<file path="src/arm64_prologue_detector_core_macros.svh">
// Assertion macros for the prologue detector.
// Included by files that carry concurrent checks; depends on nothing else.
`ifndef ARM64_PROLOGUE_DETECTOR_CORE_MACROS_SVH
`define ARM64_PROLOGUE_DETECTOR_CORE_MACROS_SVH

// Same-cycle implication, disabled while reset is asserted.
`define APD_ASSERT_IMP(label, clk, rst_n, ante, cons) \
  label: assert property (@(posedge clk) disable iff (!rst_n) (ante) |-> (cons)) \
    else $error("assertion failed");

// Next-cycle implication, disabled while reset is asserted.
`define APD_ASSERT_NXT(label, clk, rst_n, ante, cons) \
  label: assert property (@(posedge clk) disable iff (!rst_n) (ante) |=> (cons)) \
    else $error("assertion failed");

`endif

</file>
<file path="src/apd_pkg.sv">
// Shared constants, types and helpers for the prologue detector.
// No dependencies; imported by every other file of the block but the macro header.
package apd_pkg;

  localparam int unsigned ADDR_WIDTH = 64;
  localparam int unsigned WORD_W     = 32;
  localparam int unsigned PORT_ADDR_W = 64;

  localparam logic [WORD_W-1:0] PAC_MASK   = 32'hFFFF_FFBF;
  localparam logic [WORD_W-1:0] PAC_MATCH  = 32'hD503_233F;
  localparam logic [WORD_W-1:0] SUB_MASK   = 32'hFF00_03FF;
  localparam logic [WORD_W-1:0] SUB_MATCH  = 32'hD100_03FF;
  localparam logic [WORD_W-1:0] STP_MASK   = 32'hFF40_03E0;
  localparam logic [WORD_W-1:0] STPX_MATCH = 32'hA900_03E0;
  localparam logic [WORD_W-1:0] STPD_MATCH = 32'h6D00_03E0;
  localparam logic [WORD_W-1:0] ADD_MASK   = 32'hFF00_03FF;
  localparam logic [WORD_W-1:0] ADD_MATCH  = 32'h9100_03FD;

  typedef logic [ADDR_WIDTH-1:0] addr_t;

  // Raw pattern hits of one instruction word, before priority is applied.
  typedef struct packed {
    logic pac;
    logic sub;
    logic stpx;
    logic stpd;
    logic add;
  } match_t;

  // Zero-extends a kept address to the port width.
  function automatic logic [PORT_ADDR_W-1:0] widen_addr(input addr_t a);
    logic [PORT_ADDR_W-1:0] r;
    r = '0;
    r[ADDR_WIDTH-1:0] = a;
    return r;
  endfunction

endpackage

</file>
<file path="src/apd_if.sv">
// Valid/ready channel interfaces for the prologue detector.
// Depends on apd_pkg for the field widths.
interface apd_in_if;
  import apd_pkg::*;
  logic                   valid;
  logic                   ready;
  logic [WORD_W-1:0]      instr_word;
  logic [PORT_ADDR_W-1:0] instr_address;
  logic                   region_start;

  modport source (output valid, instr_word, instr_address, region_start, input ready);
  modport sink   (input valid, instr_word, instr_address, region_start, output ready);
endinterface

interface apd_out_if;
  import apd_pkg::*;
  logic                   valid;
  logic                   ready;
  logic [PORT_ADDR_W-1:0] entry_addr;

  modport source (output valid, entry_addr, input ready);
  modport sink   (input valid, entry_addr, output ready);
endinterface

</file>
<file path="src/apd_classify.sv">
// Instruction word classifier: masked compares against the prologue patterns.
// Depends on apd_pkg.
module apd_classify (
  input  logic [apd_pkg::WORD_W-1:0] word_i,
  output apd_pkg::match_t            match_o
);
  import apd_pkg::*;

  always_comb begin
    match_o.pac  = (word_i & PAC_MASK) == PAC_MATCH;
    match_o.sub  = (word_i & SUB_MASK) == SUB_MATCH;
    match_o.stpx = (word_i & STP_MASK) == STPX_MATCH;
    match_o.stpd = (word_i & STP_MASK) == STPD_MATCH;
    match_o.add  = (word_i & ADD_MASK) == ADD_MATCH;
  end

endmodule

</file>
<file path="src/arm64_prologue_detector_core.sv">
// AArch64 function prologue detector, top level.
// Depends on apd_pkg, apd_if.sv, apd_classify and the assertion macro header.
//
// Usage:
// The in_i channel carries one instruction beat: the 32-bit word, its byte
// address and a flag that marks the first word of a new executable region.
// The out_o channel carries one beat per completed prologue: the address at
// which the function begins. Most words produce no output beat.
// An accepted input beat goes first into the input register and then into the
// result register, from which its output beat is offered; a beat with a result
// waits in the input register while the result register holds an untaken result.
// Throughput is one input beat per cycle unless the receiver stalls; the only
// thing that sets it is the flag and candidate update, a handful of masked
// compares and muxes. When the receiver stalls, a waiting result holds in the
// result register and the input register still takes beats; each moves on at
// once if it has no result, and otherwise waits until the result is taken.
// Reset clears both stage valid bits, the three pattern flags and the
// candidate address, so the first beat after reset starts from a clean scan.
// Only the low ADDR_WIDTH address bits are kept; upper output bits read zero.
module arm64_prologue_detector_core (
  input  logic       clk_i,
  input  logic       rst_ni,
  apd_in_if.sink     in_i,
  apd_out_if.source  out_o
);
  import apd_pkg::*;

  `include "arm64_prologue_detector_core_macros.svh"

  // Input register stage.
  logic              in_vld_q;
  logic [WORD_W-1:0] word_q;
  addr_t             addr_q;
  logic              region_q;

  // Scan state.
  logic  auth_q, auth_d;
  logic  sub_q, sub_d;
  logic  pair_q, pair_d;
  addr_t cand_q, cand_d;

  // Result register stage.
  logic  out_vld_q;
  addr_t res_q;

  match_t match;
  logic   emit;
  logic   advance;
  logic   a0, s0, p0;
  addr_t  c0;

  apd_classify u_classify (
    .word_i  (word_q),
    .match_o (match)
  );

  // Next scan state for the word in the input register. A region start wipes
  // the state before the word is looked at; the tests then run in priority
  // order. Note the d-register store latches the address even after a PAC
  // sign, unlike the x-register store.
  always_comb begin
    a0 = region_q ? 1'b0 : auth_q;
    s0 = region_q ? 1'b0 : sub_q;
    p0 = region_q ? 1'b0 : pair_q;
    c0 = region_q ? '0   : cand_q;
    auth_d = a0;
    sub_d  = s0;
    pair_d = p0;
    cand_d = c0;
    emit   = 1'b0;
    priority if (!a0 && match.pac) begin
      cand_d = addr_q;
      auth_d = 1'b1;
      sub_d  = 1'b0;
      pair_d = 1'b0;
    end else if (!s0 && match.sub) begin
      if (!a0) begin
        cand_d = addr_q;
      end
      sub_d  = 1'b1;
      pair_d = 1'b0;
    end else if (match.stpx) begin
      if (!a0 && !s0 && !p0) begin
        cand_d = addr_q;
      end
      pair_d = 1'b1;
    end else if (match.stpd) begin
      if (!s0 && !p0) begin
        cand_d = addr_q;
      end
      pair_d = 1'b1;
    end else if (p0 && match.add) begin
      // Frame setup completes the prologue; the candidate survives.
      emit   = 1'b1;
      auth_d = 1'b0;
      sub_d  = 1'b0;
      pair_d = 1'b0;
    end else begin
      // A word that fits no pattern the current state accepts drops a scan in progress.
      if (a0 || s0 || p0) begin
        auth_d = 1'b0;
        sub_d  = 1'b0;
        pair_d = 1'b0;
        cand_d = '0;
      end
    end
  end

  // The held word moves on unless it has a result and the result slot is busy.
  assign advance    = in_vld_q && (!emit || !out_vld_q || out_o.ready);
  assign in_i.ready = !in_vld_q || advance;

  always_ff @(posedge clk_i or negedge rst_ni) begin
    if (!rst_ni) begin
      in_vld_q <= 1'b0;
    end else if (in_i.ready) begin
      in_vld_q <= in_i.valid;
    end
  end

  always_ff @(posedge clk_i) begin
    if (in_i.valid && in_i.ready) begin
      word_q   <= in_i.instr_word;
      addr_q   <= in_i.instr_address[ADDR_WIDTH-1:0];
      region_q <= in_i.region_start;
    end
  end

  always_ff @(posedge clk_i or negedge rst_ni) begin
    if (!rst_ni) begin
      auth_q <= 1'b0;
      sub_q  <= 1'b0;
      pair_q <= 1'b0;
      cand_q <= '0;
    end else if (advance) begin
      auth_q <= auth_d;
      sub_q  <= sub_d;
      pair_q <= pair_d;
      cand_q <= cand_d;
    end
  end

  always_ff @(posedge clk_i or negedge rst_ni) begin
    if (!rst_ni) begin
      out_vld_q <= 1'b0;
    end else if (advance && emit) begin
      out_vld_q <= 1'b1;
    end else if (out_o.ready) begin
      out_vld_q <= 1'b0;
    end
  end

  always_ff @(posedge clk_i) begin
    if (advance && emit) begin
      res_q <= c0;
    end
  end

  assign out_o.valid      = out_vld_q;
  assign out_o.entry_addr = widen_addr(res_q);

  // A result is only produced from a state that had seen a pair store.
  `APD_ASSERT_IMP(a_emit_needs_pair, clk_i, rst_ni, advance && emit, p0)
  // A completed prologue leaves all pattern flags clear.
  `APD_ASSERT_NXT(a_emit_clears_flags, clk_i, rst_ni, advance && emit, !auth_q && !sub_q && !pair_q)
  // A held word that could not move on is still there next cycle.
  `APD_ASSERT_NXT(a_hold_keeps_item, clk_i, rst_ni, in_vld_q && !advance, in_vld_q)
  // A result never overwrites one that the receiver has not taken.
  `APD_ASSERT_IMP(a_no_result_overrun, clk_i, rst_ni, advance && emit && out_vld_q, out_o.ready)

endmodule
</file>
<file path="src/flat_wrapper.sv">
// flat-port wrapper written by rule: the top's interface ports become plain ports
module arm64_prologue_detector_core_flat import apd_pkg::*;
  (clk_i, rst_ni, in_i_valid, in_i_instr_word, in_i_instr_address, in_i_region_start, in_i_ready, out_o_valid, out_o_entry_addr, out_o_ready);
  apd_in_if in_i_i ();
  apd_out_if out_o_i ();
  input  logic clk_i;
  input  logic rst_ni;
  input wire logic [$bits(in_i_i.valid)-1:0] in_i_valid;
  input wire logic [$bits(in_i_i.instr_word)-1:0] in_i_instr_word;
  input wire logic [$bits(in_i_i.instr_address)-1:0] in_i_instr_address;
  input wire logic [$bits(in_i_i.region_start)-1:0] in_i_region_start;
  output wire logic [$bits(in_i_i.ready)-1:0] in_i_ready;
  output wire logic [$bits(out_o_i.valid)-1:0] out_o_valid;
  output wire logic [$bits(out_o_i.entry_addr)-1:0] out_o_entry_addr;
  input wire logic [$bits(out_o_i.ready)-1:0] out_o_ready;
  assign in_i_i.valid = in_i_valid;
  assign in_i_i.instr_word = in_i_instr_word;
  assign in_i_i.instr_address = in_i_instr_address;
  assign in_i_i.region_start = in_i_region_start;
  assign in_i_ready = in_i_i.ready;
  assign out_o_valid = out_o_i.valid;
  assign out_o_entry_addr = out_o_i.entry_addr;
  assign out_o_i.ready = out_o_ready;
  arm64_prologue_detector_core u_core (.clk_i(clk_i), .rst_ni(rst_ni), .in_i(in_i_i), .out_o(out_o_i));
endmodule
</file>
<file path="config.mk">
export PLATFORM = sky130hd
export DESIGN_NAME = arm64_prologue_detector_core_flat
export DESIGN_NICKNAME = d
export VERILOG_FILES = /design/src/apd_pkg.sv /design/src/apd_if.sv /design/src/apd_classify.sv /design/src/arm64_prologue_detector_core.sv /design/src/flat_wrapper.sv
export VERILOG_INCLUDE_DIRS = /design/src /design/src/src
export SDC_FILE = /design/constraint.sdc
export NUM_CORES = 1
export LEC_CHECK = 0
export ABC_CLOCK_PERIOD_IN_PS = 6540
export BUFFER_PORTS_ARGS = -buffer_cell sky130_fd_sc_hd__buf_2
export CAP_MARGIN = 5
export CORE_ASPECT_RATIO = 1.75
export CORE_MARGIN = 2
export CORE_UTILIZATION = 49
export CTS_BUF_LIST = sky130_fd_sc_hd__clkbuf_4
export DETAILED_ROUTE_END_ITERATION = 16
export PLACE_DENSITY = 0.77
export SLEW_MARGIN = 10
export SYNTH_ARGS = -nofsm -noshare
export SYNTH_HDL_FRONTEND = slang
export SYNTH_SLANG_ARGS = --single-unit
export TNS_END_PERCENT = 50
</file>
<file path="constraint.sdc">
create_clock -name clk_i -period 6.54 [get_ports clk_i]
set_input_delay 1.308 -clock clk_i [delete_from_list [all_inputs] [get_ports clk_i]]
set_output_delay 1.308 -clock clk_i [all_outputs]
set_load 0.02 [all_outputs]
</file>
==> results.txt, run 1 <==
The run finished with clean final reports. The number of clock sinks is 230. The via count of the first global-routing pass came out at 8808. The number of cells on the critical path is 6. The start-to-end type of the worst setup path is flop to output port. The number of violations of the max-capacitance limit is 0.

The die width is 117 µm. Yosys mapped the design onto 42 distinct sky130hd cell types. The initial antenna violation count is 3. The highest ir drop seen on vdd is 0.184 mV. In the layout the commonest cells are buf_2, edfxtp_1, clkbuf_4.

Walking the worst path, the cells encountered are buf_4 -> nor4_1 -> nand4_1 -> nor2_1 -> inv_1 -> buf_2. The most critical setup path has its endpoint at in_i_ready. On the worst path, the slowest cell contributes a delay of 630 ps.

The wire length of the first global-routing pass is 44900 µm. Entering global routing, the biggest net connects 75 pins. The maximum clock rate came out at 236 MHz. The max-slew violation total from the final report came out at 0. The cell area power density came out at 236 nW/µm². The number of setup violations in the final report came out at 0. The synthesized netlist occupies a cell area of 11000 µm². The endpoint identified for the worst register-to-register timing path is u_core.cand_q[24]. Broken down by cell family, the worst path's largest delay share belongs to simple AND/OR/NAND/NOR gates. The final hold violation count came out at 0. In this run the vertical extent of the chip is 202 µm. At the pin with the least slew margin, the transition time is 1220 ps.

In the final layout, the share of cells above drive strength 1 is 0.259. The worst clock skew came out at 53.9 ps. The critical path required time is 5230 ps. The number of I/O port buffers is 166.

In this run the tightest slew margin relative to its limit is 0.188. Summed over all nets, the half-perimeter wirelength after detailed placement is 15500 µm. The hold buffer count at CTS is 0.

The total leakage power is 5.85 nW. The total wire length after detailed routing came out at 28800 µm. The setup slack of the most critical reg-to-reg path came out at 3030 ps.

The number of post-CTS setup repair buffers came out at 0. Tracing the worst setup path back leads to its startpoint at u_core.region_q. The routed length per instance came out at 20.8 µm. The overall routing resource usage came out at 0.242.

The detail route stage leaves a number of antenna-violating nets equal to 0. The detailed-routing iteration count for the pre-antenna-repair pass is 6. The part of the cycle the worst path needs is 0.649. The worst slack after detailed placement came out at 2970 ps. The congestion estimate from routability-driven global placement came to 0.801. The sequential area share after synthesis is 0.597.

The class of the tightest hold or removal check is flop to flop. The total of warnings raised by yosys came out at 0. After synthesis the netlist holds a flip-flop and latch count of 230. The time the worst path needs with I/O delays and setup came out at 4240 ps. The final layout net count came out at 1143. The initial core utilization came out at 0.498. The number of instances in the synthesized netlist came out at 887. The floorplan die area is 23700 µm².

The clock reaches the later pin of the worst-skew pair after 730 ps. For this design the top-level I/O count stands at 167. The overall power came out at 2.99 mW. The clock transition at the registers of the reported paths is 70 ps. The slowest stage of the critical path is the nor4_1 cell. The placeable core area came out at 22100 µm². The total overflow left after global routing is 0. Leaving out fill and tap cells, the most frequent cell in the layout is buf_2. The kind of end point of the critical path is an output port.

The final core utilization is 0.574. The sum of buffers and inverters on the critical path came out at 3. Setup total negative slack on the finished layout was measured at 0 ps. The number of clock buffers inserted by TritonCTS is 54. Across all setup checks in the final design, the least slack found is 2300 ps.

From synthesis to final layout, the design area changed by 15.3%. The worst setup path is launched from a flop. The number of rows in the core area is 72. The worst path arrival time came out at 2940 ps.

The DRC violation total after the first TritonRoute iteration is 761. Setup repair after global routing left no endpoint under its margin. The startpoint of the most critical register-to-register path is u_core.region_q. The remaining routing DRC violations came out at 0. The root buffer cell is clkbuf_4. The H-tree was split into 2 levels.

No sink is reached through more buffers than the 3 on the longest clock path. The total nets after synthesis came out at 988. The maximum fanout along the worst path is 74. In the routed layout, each cell is associated on average with a via count of 6.25. The number of cells on the worst reg-to-reg path came out at 8.

The per-instance average area after synthesis is 12.4 µm². TritonCTS built the clock tree. The via total after detailed routing is 8650. The number of gates resized after CTS is 0.
power by group:
group | internal (mW) | leakage [nW] | total [mW] | switching (mW)
sequential | 1.61 | 2.66 | 1.65 | 0.0380
clock | 0.603 | 0.425 | 1.19 | 0.584
combinational | 0.0516 | 2.77 | 0.150 | 0.0985
total | 2.27 | 5.85 | 2.99 | 0.721
logic make-up (layout without fill, tap and decap cells):
| group | after synthesis | after routing | synth area share |
|---|---|---|---|
| muxes | 64 | 64 | 0.0583 |
| AOI/OAI and AO/OA | 273 | 273 | 0.202 |
| other | 0 | 2 | 0 |
| and+or+nand+nor | 171 | 171 | 0.0840 |
| buffers and inverters | 149 | 349 | 0.0581 |
| DFF | 230 | 230 | 0.597 |
worst reg2reg max path, cell delays in order, from the launching register on:
cell	delay [ps]
edfxtp_1	330
buf_4	710
o21bai_4	650
buf_4	730
mux2i_1	190
o21ai_0	170
a32oi_1	70
a2111oi_0	470
a221o_1	180
flip-flops by register name (all words and copies together), names as in the netlist:
register,flops
u_core.addr_q,64
u_core.auth_q,1
u_core.cand_q,64
u_core.in_vld_q,1
u_core.out_o.entry_addr,64
u_core.out_o.valid,1
u_core.pair_q,1
u_core.region_q,1
u_core.sub_q,1
u_core.word_q,32
metrics by stage:
step	instances	hold slack [ps]	cell area [µm²]
2_1_floorplan	887	485	11000
3_3_place_gp	1282	517	12000
3_5_place_dp	1282	524	12000
6_report	1385	529	12700
4_1_cts	1383	524	12700
5_1_grt	1384	543	12700
cell usage after synthesis:
master	instances	share of area
a21o_1	1	0.00068
inv_1	68	0.023
nand4b_1	1	0.00080
nand2b_1	3	0.0017
nor2b_1	66	0.038
nor3b_1	1	0.00068
a21oi_1	1	0.00046
o21ai_0	69	0.031
a31o_2	1	0.00080
and3b_1	1	0.00080
or3b_2	2	0.0016
or2_2	2	0.0011
or4_4	1	0.0010
nor2_1	72	0.025
nor4_4	1	0.0019
a32oi_1	64	0.051
or4_1	1	0.00068
nand4_1	3	0.0017
nand2_1	6	0.0020
nor4bb_1	2	0.0018
dfrtp_1	69	0.16
edfxtp_1	161	0.44
nor4_1	2	0.0011
o2111ai_1	3	0.0024
nor4b_1	3	0.0024
clkbuf_1	32	0.011
o21bai_1	1	0.00068
nand3b_1	2	0.0014
and2_1	1	0.00057
o31ai_1	1	0.00068
o211ai_1	1	0.00068
o21ai_4	1	0.0015
a2111oi_0	64	0.051
buf_1	2	0.00068
buf_2	38	0.017
clkbuf_2	1	0.00046
a221o_1	64	0.058
a41o_2	1	0.0010
a211oi_4	1	0.0018
mux2i_1	64	0.058
nand3_1	1	0.00046
buf_4	8	0.0055
worst min-delay path by stage:
stage	slack (ps)	cells after the start	endpoint	from
2_1_floorplan	490	2	u_core.pair_q	u_core.pair_q
3_3_place_gp	520	1	u_core.cand_q[62]	u_core.addr_q[62]
3_5_place_dp	520	1	u_core.cand_q[29]	u_core.addr_q[29]
4_1_cts	520	1	u_core.cand_q[56]	u_core.addr_q[56]
5_1_grt	540	1	u_core.cand_q[59]	u_core.addr_q[59]
6_report	530	1	u_core.cand_q[1]	u_core.addr_q[1]
area by class of cell:
| cell class | instances | area [µm²] |
|---|---|---|
| Antenna cell | 2 | 5.00 |
| Clock buffer | 80 | 601 |
| Clock inverter | 21 | 111 |
| Fill cell | 1867 | 9400 |
| Inverter | 68 | 255 |
| Multi-Input combinational cell | 508 | 3830 |
| Sequential cell | 230 | 6560 |
| Tap cell | 296 | 370 |
| Timing Repair Buffer | 180 | 938 |
per-layer routing:
| layer | global-route usage | vias up | share of wire |
|---|---|---|---|
| li1 | - | 3828 | - |
| met1 | 0.285 | 4314 | 0.37 |
| met2 | 0.406 | 415 | 0.51 |
| met3 | 0.0510 | 89 | 0.070 |
| met4 | 0.134 | 4 | 0.047 |
| met5 | 0 | - | 0.00073 |
Note: power is estimated with default switching activity, not from simulation.
==> run 2, diff against run 1 <==
--- a/config.mk
+++ b/config.mk
@@ -6,7 +6,7 @@
 export SDC_FILE = /design/constraint.sdc
 export NUM_CORES = 1
 export LEC_CHECK = 0
-export ABC_CLOCK_PERIOD_IN_PS = 6540
+export ABC_CLOCK_PERIOD_IN_PS = 3500
 export BUFFER_PORTS_ARGS = -buffer_cell sky130_fd_sc_hd__buf_2
 export CAP_MARGIN = 5
 export CORE_ASPECT_RATIO = 1.75
@@ -14,7 +14,7 @@
 export CORE_UTILIZATION = 49
 export CTS_BUF_LIST = sky130_fd_sc_hd__clkbuf_4
 export DETAILED_ROUTE_END_ITERATION = 16
-export PLACE_DENSITY = 0.77
+export PLACE_DENSITY = 0.8
 export SLEW_MARGIN = 10
 export SYNTH_ARGS = -nofsm -noshare
 export SYNTH_HDL_FRONTEND = slang
==> constraint.sdc (replaced) <==
create_clock -name clk_i -period 3.5 [get_ports clk_i]
set_input_delay 0.7 -clock clk_i [delete_from_list [all_inputs] [get_ports clk_i]]
set_output_delay 0.7 -clock clk_i [all_outputs]
set_load 0.02 [all_outputs]
==> results.txt, run 2 (same netlist as run 1, synthesis figures left out) <==
The smallest clock period supported by the final layout is computed as 3300 ps. The clock transition at the registers of the reported paths is 70 ps (about the same). RSZ-0062 raised after global routing: no (unchanged). The kind of end point of the critical path is an output port (unchanged).

The sum of buffers and inverters on the critical path came out at 2 (was 3). The clock network latency to the later pin of the worst-skew pair is 730 ps (about the same). The wire length of the first global-routing pass is 45400 µm (was 44900 µm). Most frequent cells in the layout: buf_2, edfxtp_1, clkbuf_4 (unchanged). The remaining routing DRC violations came out at 0 (unchanged).

The delay of the slowest critical-path stage came out at 420 ps (was 630 ps). The residual antenna-violating net count after detailed routing was 0 (unchanged). The number of setup violations in the final report came out at 0 (unchanged). The part of the cycle the worst path needs came out at 0.944. The placeable core area came out at 22100 µm² (unchanged). The class of the tightest hold or removal check is primary input to async pin (was flop to flop). The start-to-end type of the worst setup path is flop to output port (unchanged). The worst clock skew came to 57.8 ps (was 53.9 ps).

The total wire length after detailed routing was 28900 µm (was 28800 µm). The floorplan die area came out at 23700 µm² (unchanged). The overall routing resource usage is 0.245 (was 0.242). The final layout net count is 1149 (was 1143).

The number of rows in the core area came out at 72 (unchanged). The placed wire-length estimate is 16300 µm (was 15500 µm). The via count normalized by instance count is 6.18 (was 6.25). The synthesis-to-finish area growth came out at 16.6% (was 15.3%). The worst path arrival time is 2600 ps (was 2940 ps). The level count of the clock H-tree is 2 (unchanged). The max-slew violation total from the final report was 0 (unchanged). The placed instance count came out at 1288 (was 1282). The number of clock buffers inserted by TritonCTS came to 54 (unchanged). The filler-free cell count of the finished design was 1391 (was 1385). The worst max-slew margin expressed relative to the limit came out at 0.233 (was 0.188). Result of the run: finished, final reports clean (unchanged). The number of gates resized after CTS came out at 2 (was 0). The global-route congestion overflow total was 0 (unchanged). The initial antenna violation count came out at 6 (was 3). The critical path required time was 2800 ps (was 5230 ps). The routability congestion estimate from global placement came out at 0.821 (was 0.801). The overall die height came out at 202 µm (unchanged). The cell family contributing the most delay on the critical path is simple AND/OR/NAND/NOR gates (unchanged).

The maximum fanout along the worst path came out at 4 (was 74). The total leakage power came out at 5.91 nW (was 5.85 nW). The aggregate negative setup slack is 0 ps (unchanged). The fraction of layout cells with a size suffix above 1 was 0.263 (was 0.259). The sort of element at the start of the critical path was a flop (unchanged). The maximum clock rate came out at 303 MHz. The via total after detailed routing is 8598 (was 8650). The number of post-CTS setup repair buffers came out at 0 (unchanged). The number of I/O pins was 167 (unchanged). The initial core utilization came to 0.498 (unchanged). The die width came out at 117 µm (unchanged). The TritonCTS clock tree was done (unchanged). Cells traversed along the worst timing path: nand4b_1 -> nor4_4 -> nand4_1 -> nor2_2 -> inv_1 -> buf_2 (was buf_4 -> nor4_1 -> nand4_1 -> nor2_1 -> inv_1 -> buf_2). The hold buffer count at CTS came out at 0 (unchanged). The root buffer cell is clkbuf_4 (unchanged).

The number of I/O port buffers came out at 166 (unchanged). The transition time at the pin with the least slew margin came out at 1150 ps (was 1220 ps). The maximum root-to-sink buffer count came to 3 (unchanged). The cell at the slowest stage of the critical path was nor4_4 (was nor4_1). The routed length per instance came out at 20.8 µm (about the same).

The largest net degree at the start of global routing came out at 72 (was 75). The final hold violation count is 0 (unchanged). The cell area power density came to 430 nW/µm² (was 236 nW/µm²).

The number of violations of the max-capacitance limit is 0 (unchanged). The DRC violation total after the first TritonRoute iteration came out at 759 (was 761). The highest ir drop seen on vdd is 0.305 mV (was 0.184 mV). The number of clock sinks is 230 (unchanged). The worst-case hold slack came to 116 ps (was 529 ps). The via count of the first global-routing pass came to 8833 (was 8808). The most common cell after layout, fill and taps aside is buf_2 (unchanged). The detailed-routing iteration count for the pre-antenna-repair pass came to 5 (was 6).
[run 2: report_power, final]
part | internal, mW | switching, mW
Combinational | 0.102 | 0.189
Clock | 1.03 | 1.10
Sequential | 3.01 | 0.0696
Total | 4.15 | 1.36
[run 2: worst paths after layout]
kind | start | endpoint | depth (start not counted) | slack (ps)
max | u_core.word_q[25] | in_i_ready | 6 | 200
min | rst_ni | u_core.cand_q[60] | 1 | 120
max reg2reg | u_core.word_q[11] | u_core.cand_q[10] | 7 | 440
min reg2reg | u_core.addr_q[63] | u_core.cand_q[63] | 1 | 510
max in group asynchronous | rst_ni | u_core.cand_q[39] | 1 | 2670
min in group clk_i | in_i_instr_address[51] | u_core.addr_q[51] | 1 | 140
[run 2: worst reg2reg max path, stage by stage, from the launching register on]
cell and delay (ps):
edfxtp_1 360, nor4b_1 390, o2111ai_1 170, or4_4 550, o21ai_4 730, buf_12 290, a2111oi_0 160, a221o_1 280
[run 2: per-layer routing]
| metal | up-vias | global-route usage | share of wire |
|---|---|---|---|
| met5 | - | 0 | 0.0014 |
| met4 | 6 | 0.139 | 0.043 |
| met3 | 88 | 0.0507 | 0.077 |
| met2 | 461 | 0.403 | 0.51 |
| met1 | 4197 | 0.294 | 0.37 |
| li1 | 3846 | - | - |
[run 2: layout make-up]
class	count	area (µm²)
diodes	2	5.00
clock inverters	23	93.8
fillers	1812	9260
inverters	68	255
multi-input cells	508	3870
repair buffers	186	1070
well taps	296	370
clock buffers	78	586
flip-flops and latches	230	6560
[run 2: metrics by stage]
| step | setup slack, ps | area [µm²] | utilization | power (mW) |
|---|---|---|---|---|
| final | 196 | 12800 | 0.580 | 5.51 |
| after global routing | 6.20 | 12800 | 0.580 | 5.73 |
| after CTS | 56.2 | 12800 | 0.579 | 5.56 |
| after detailed placement | 445 | 12100 | 0.548 | 3.42 |
| after global placement | 510 | 12100 | 0.548 | 3.41 |
| after floorplan | 89.8 | 11000 | - | 3.27 |
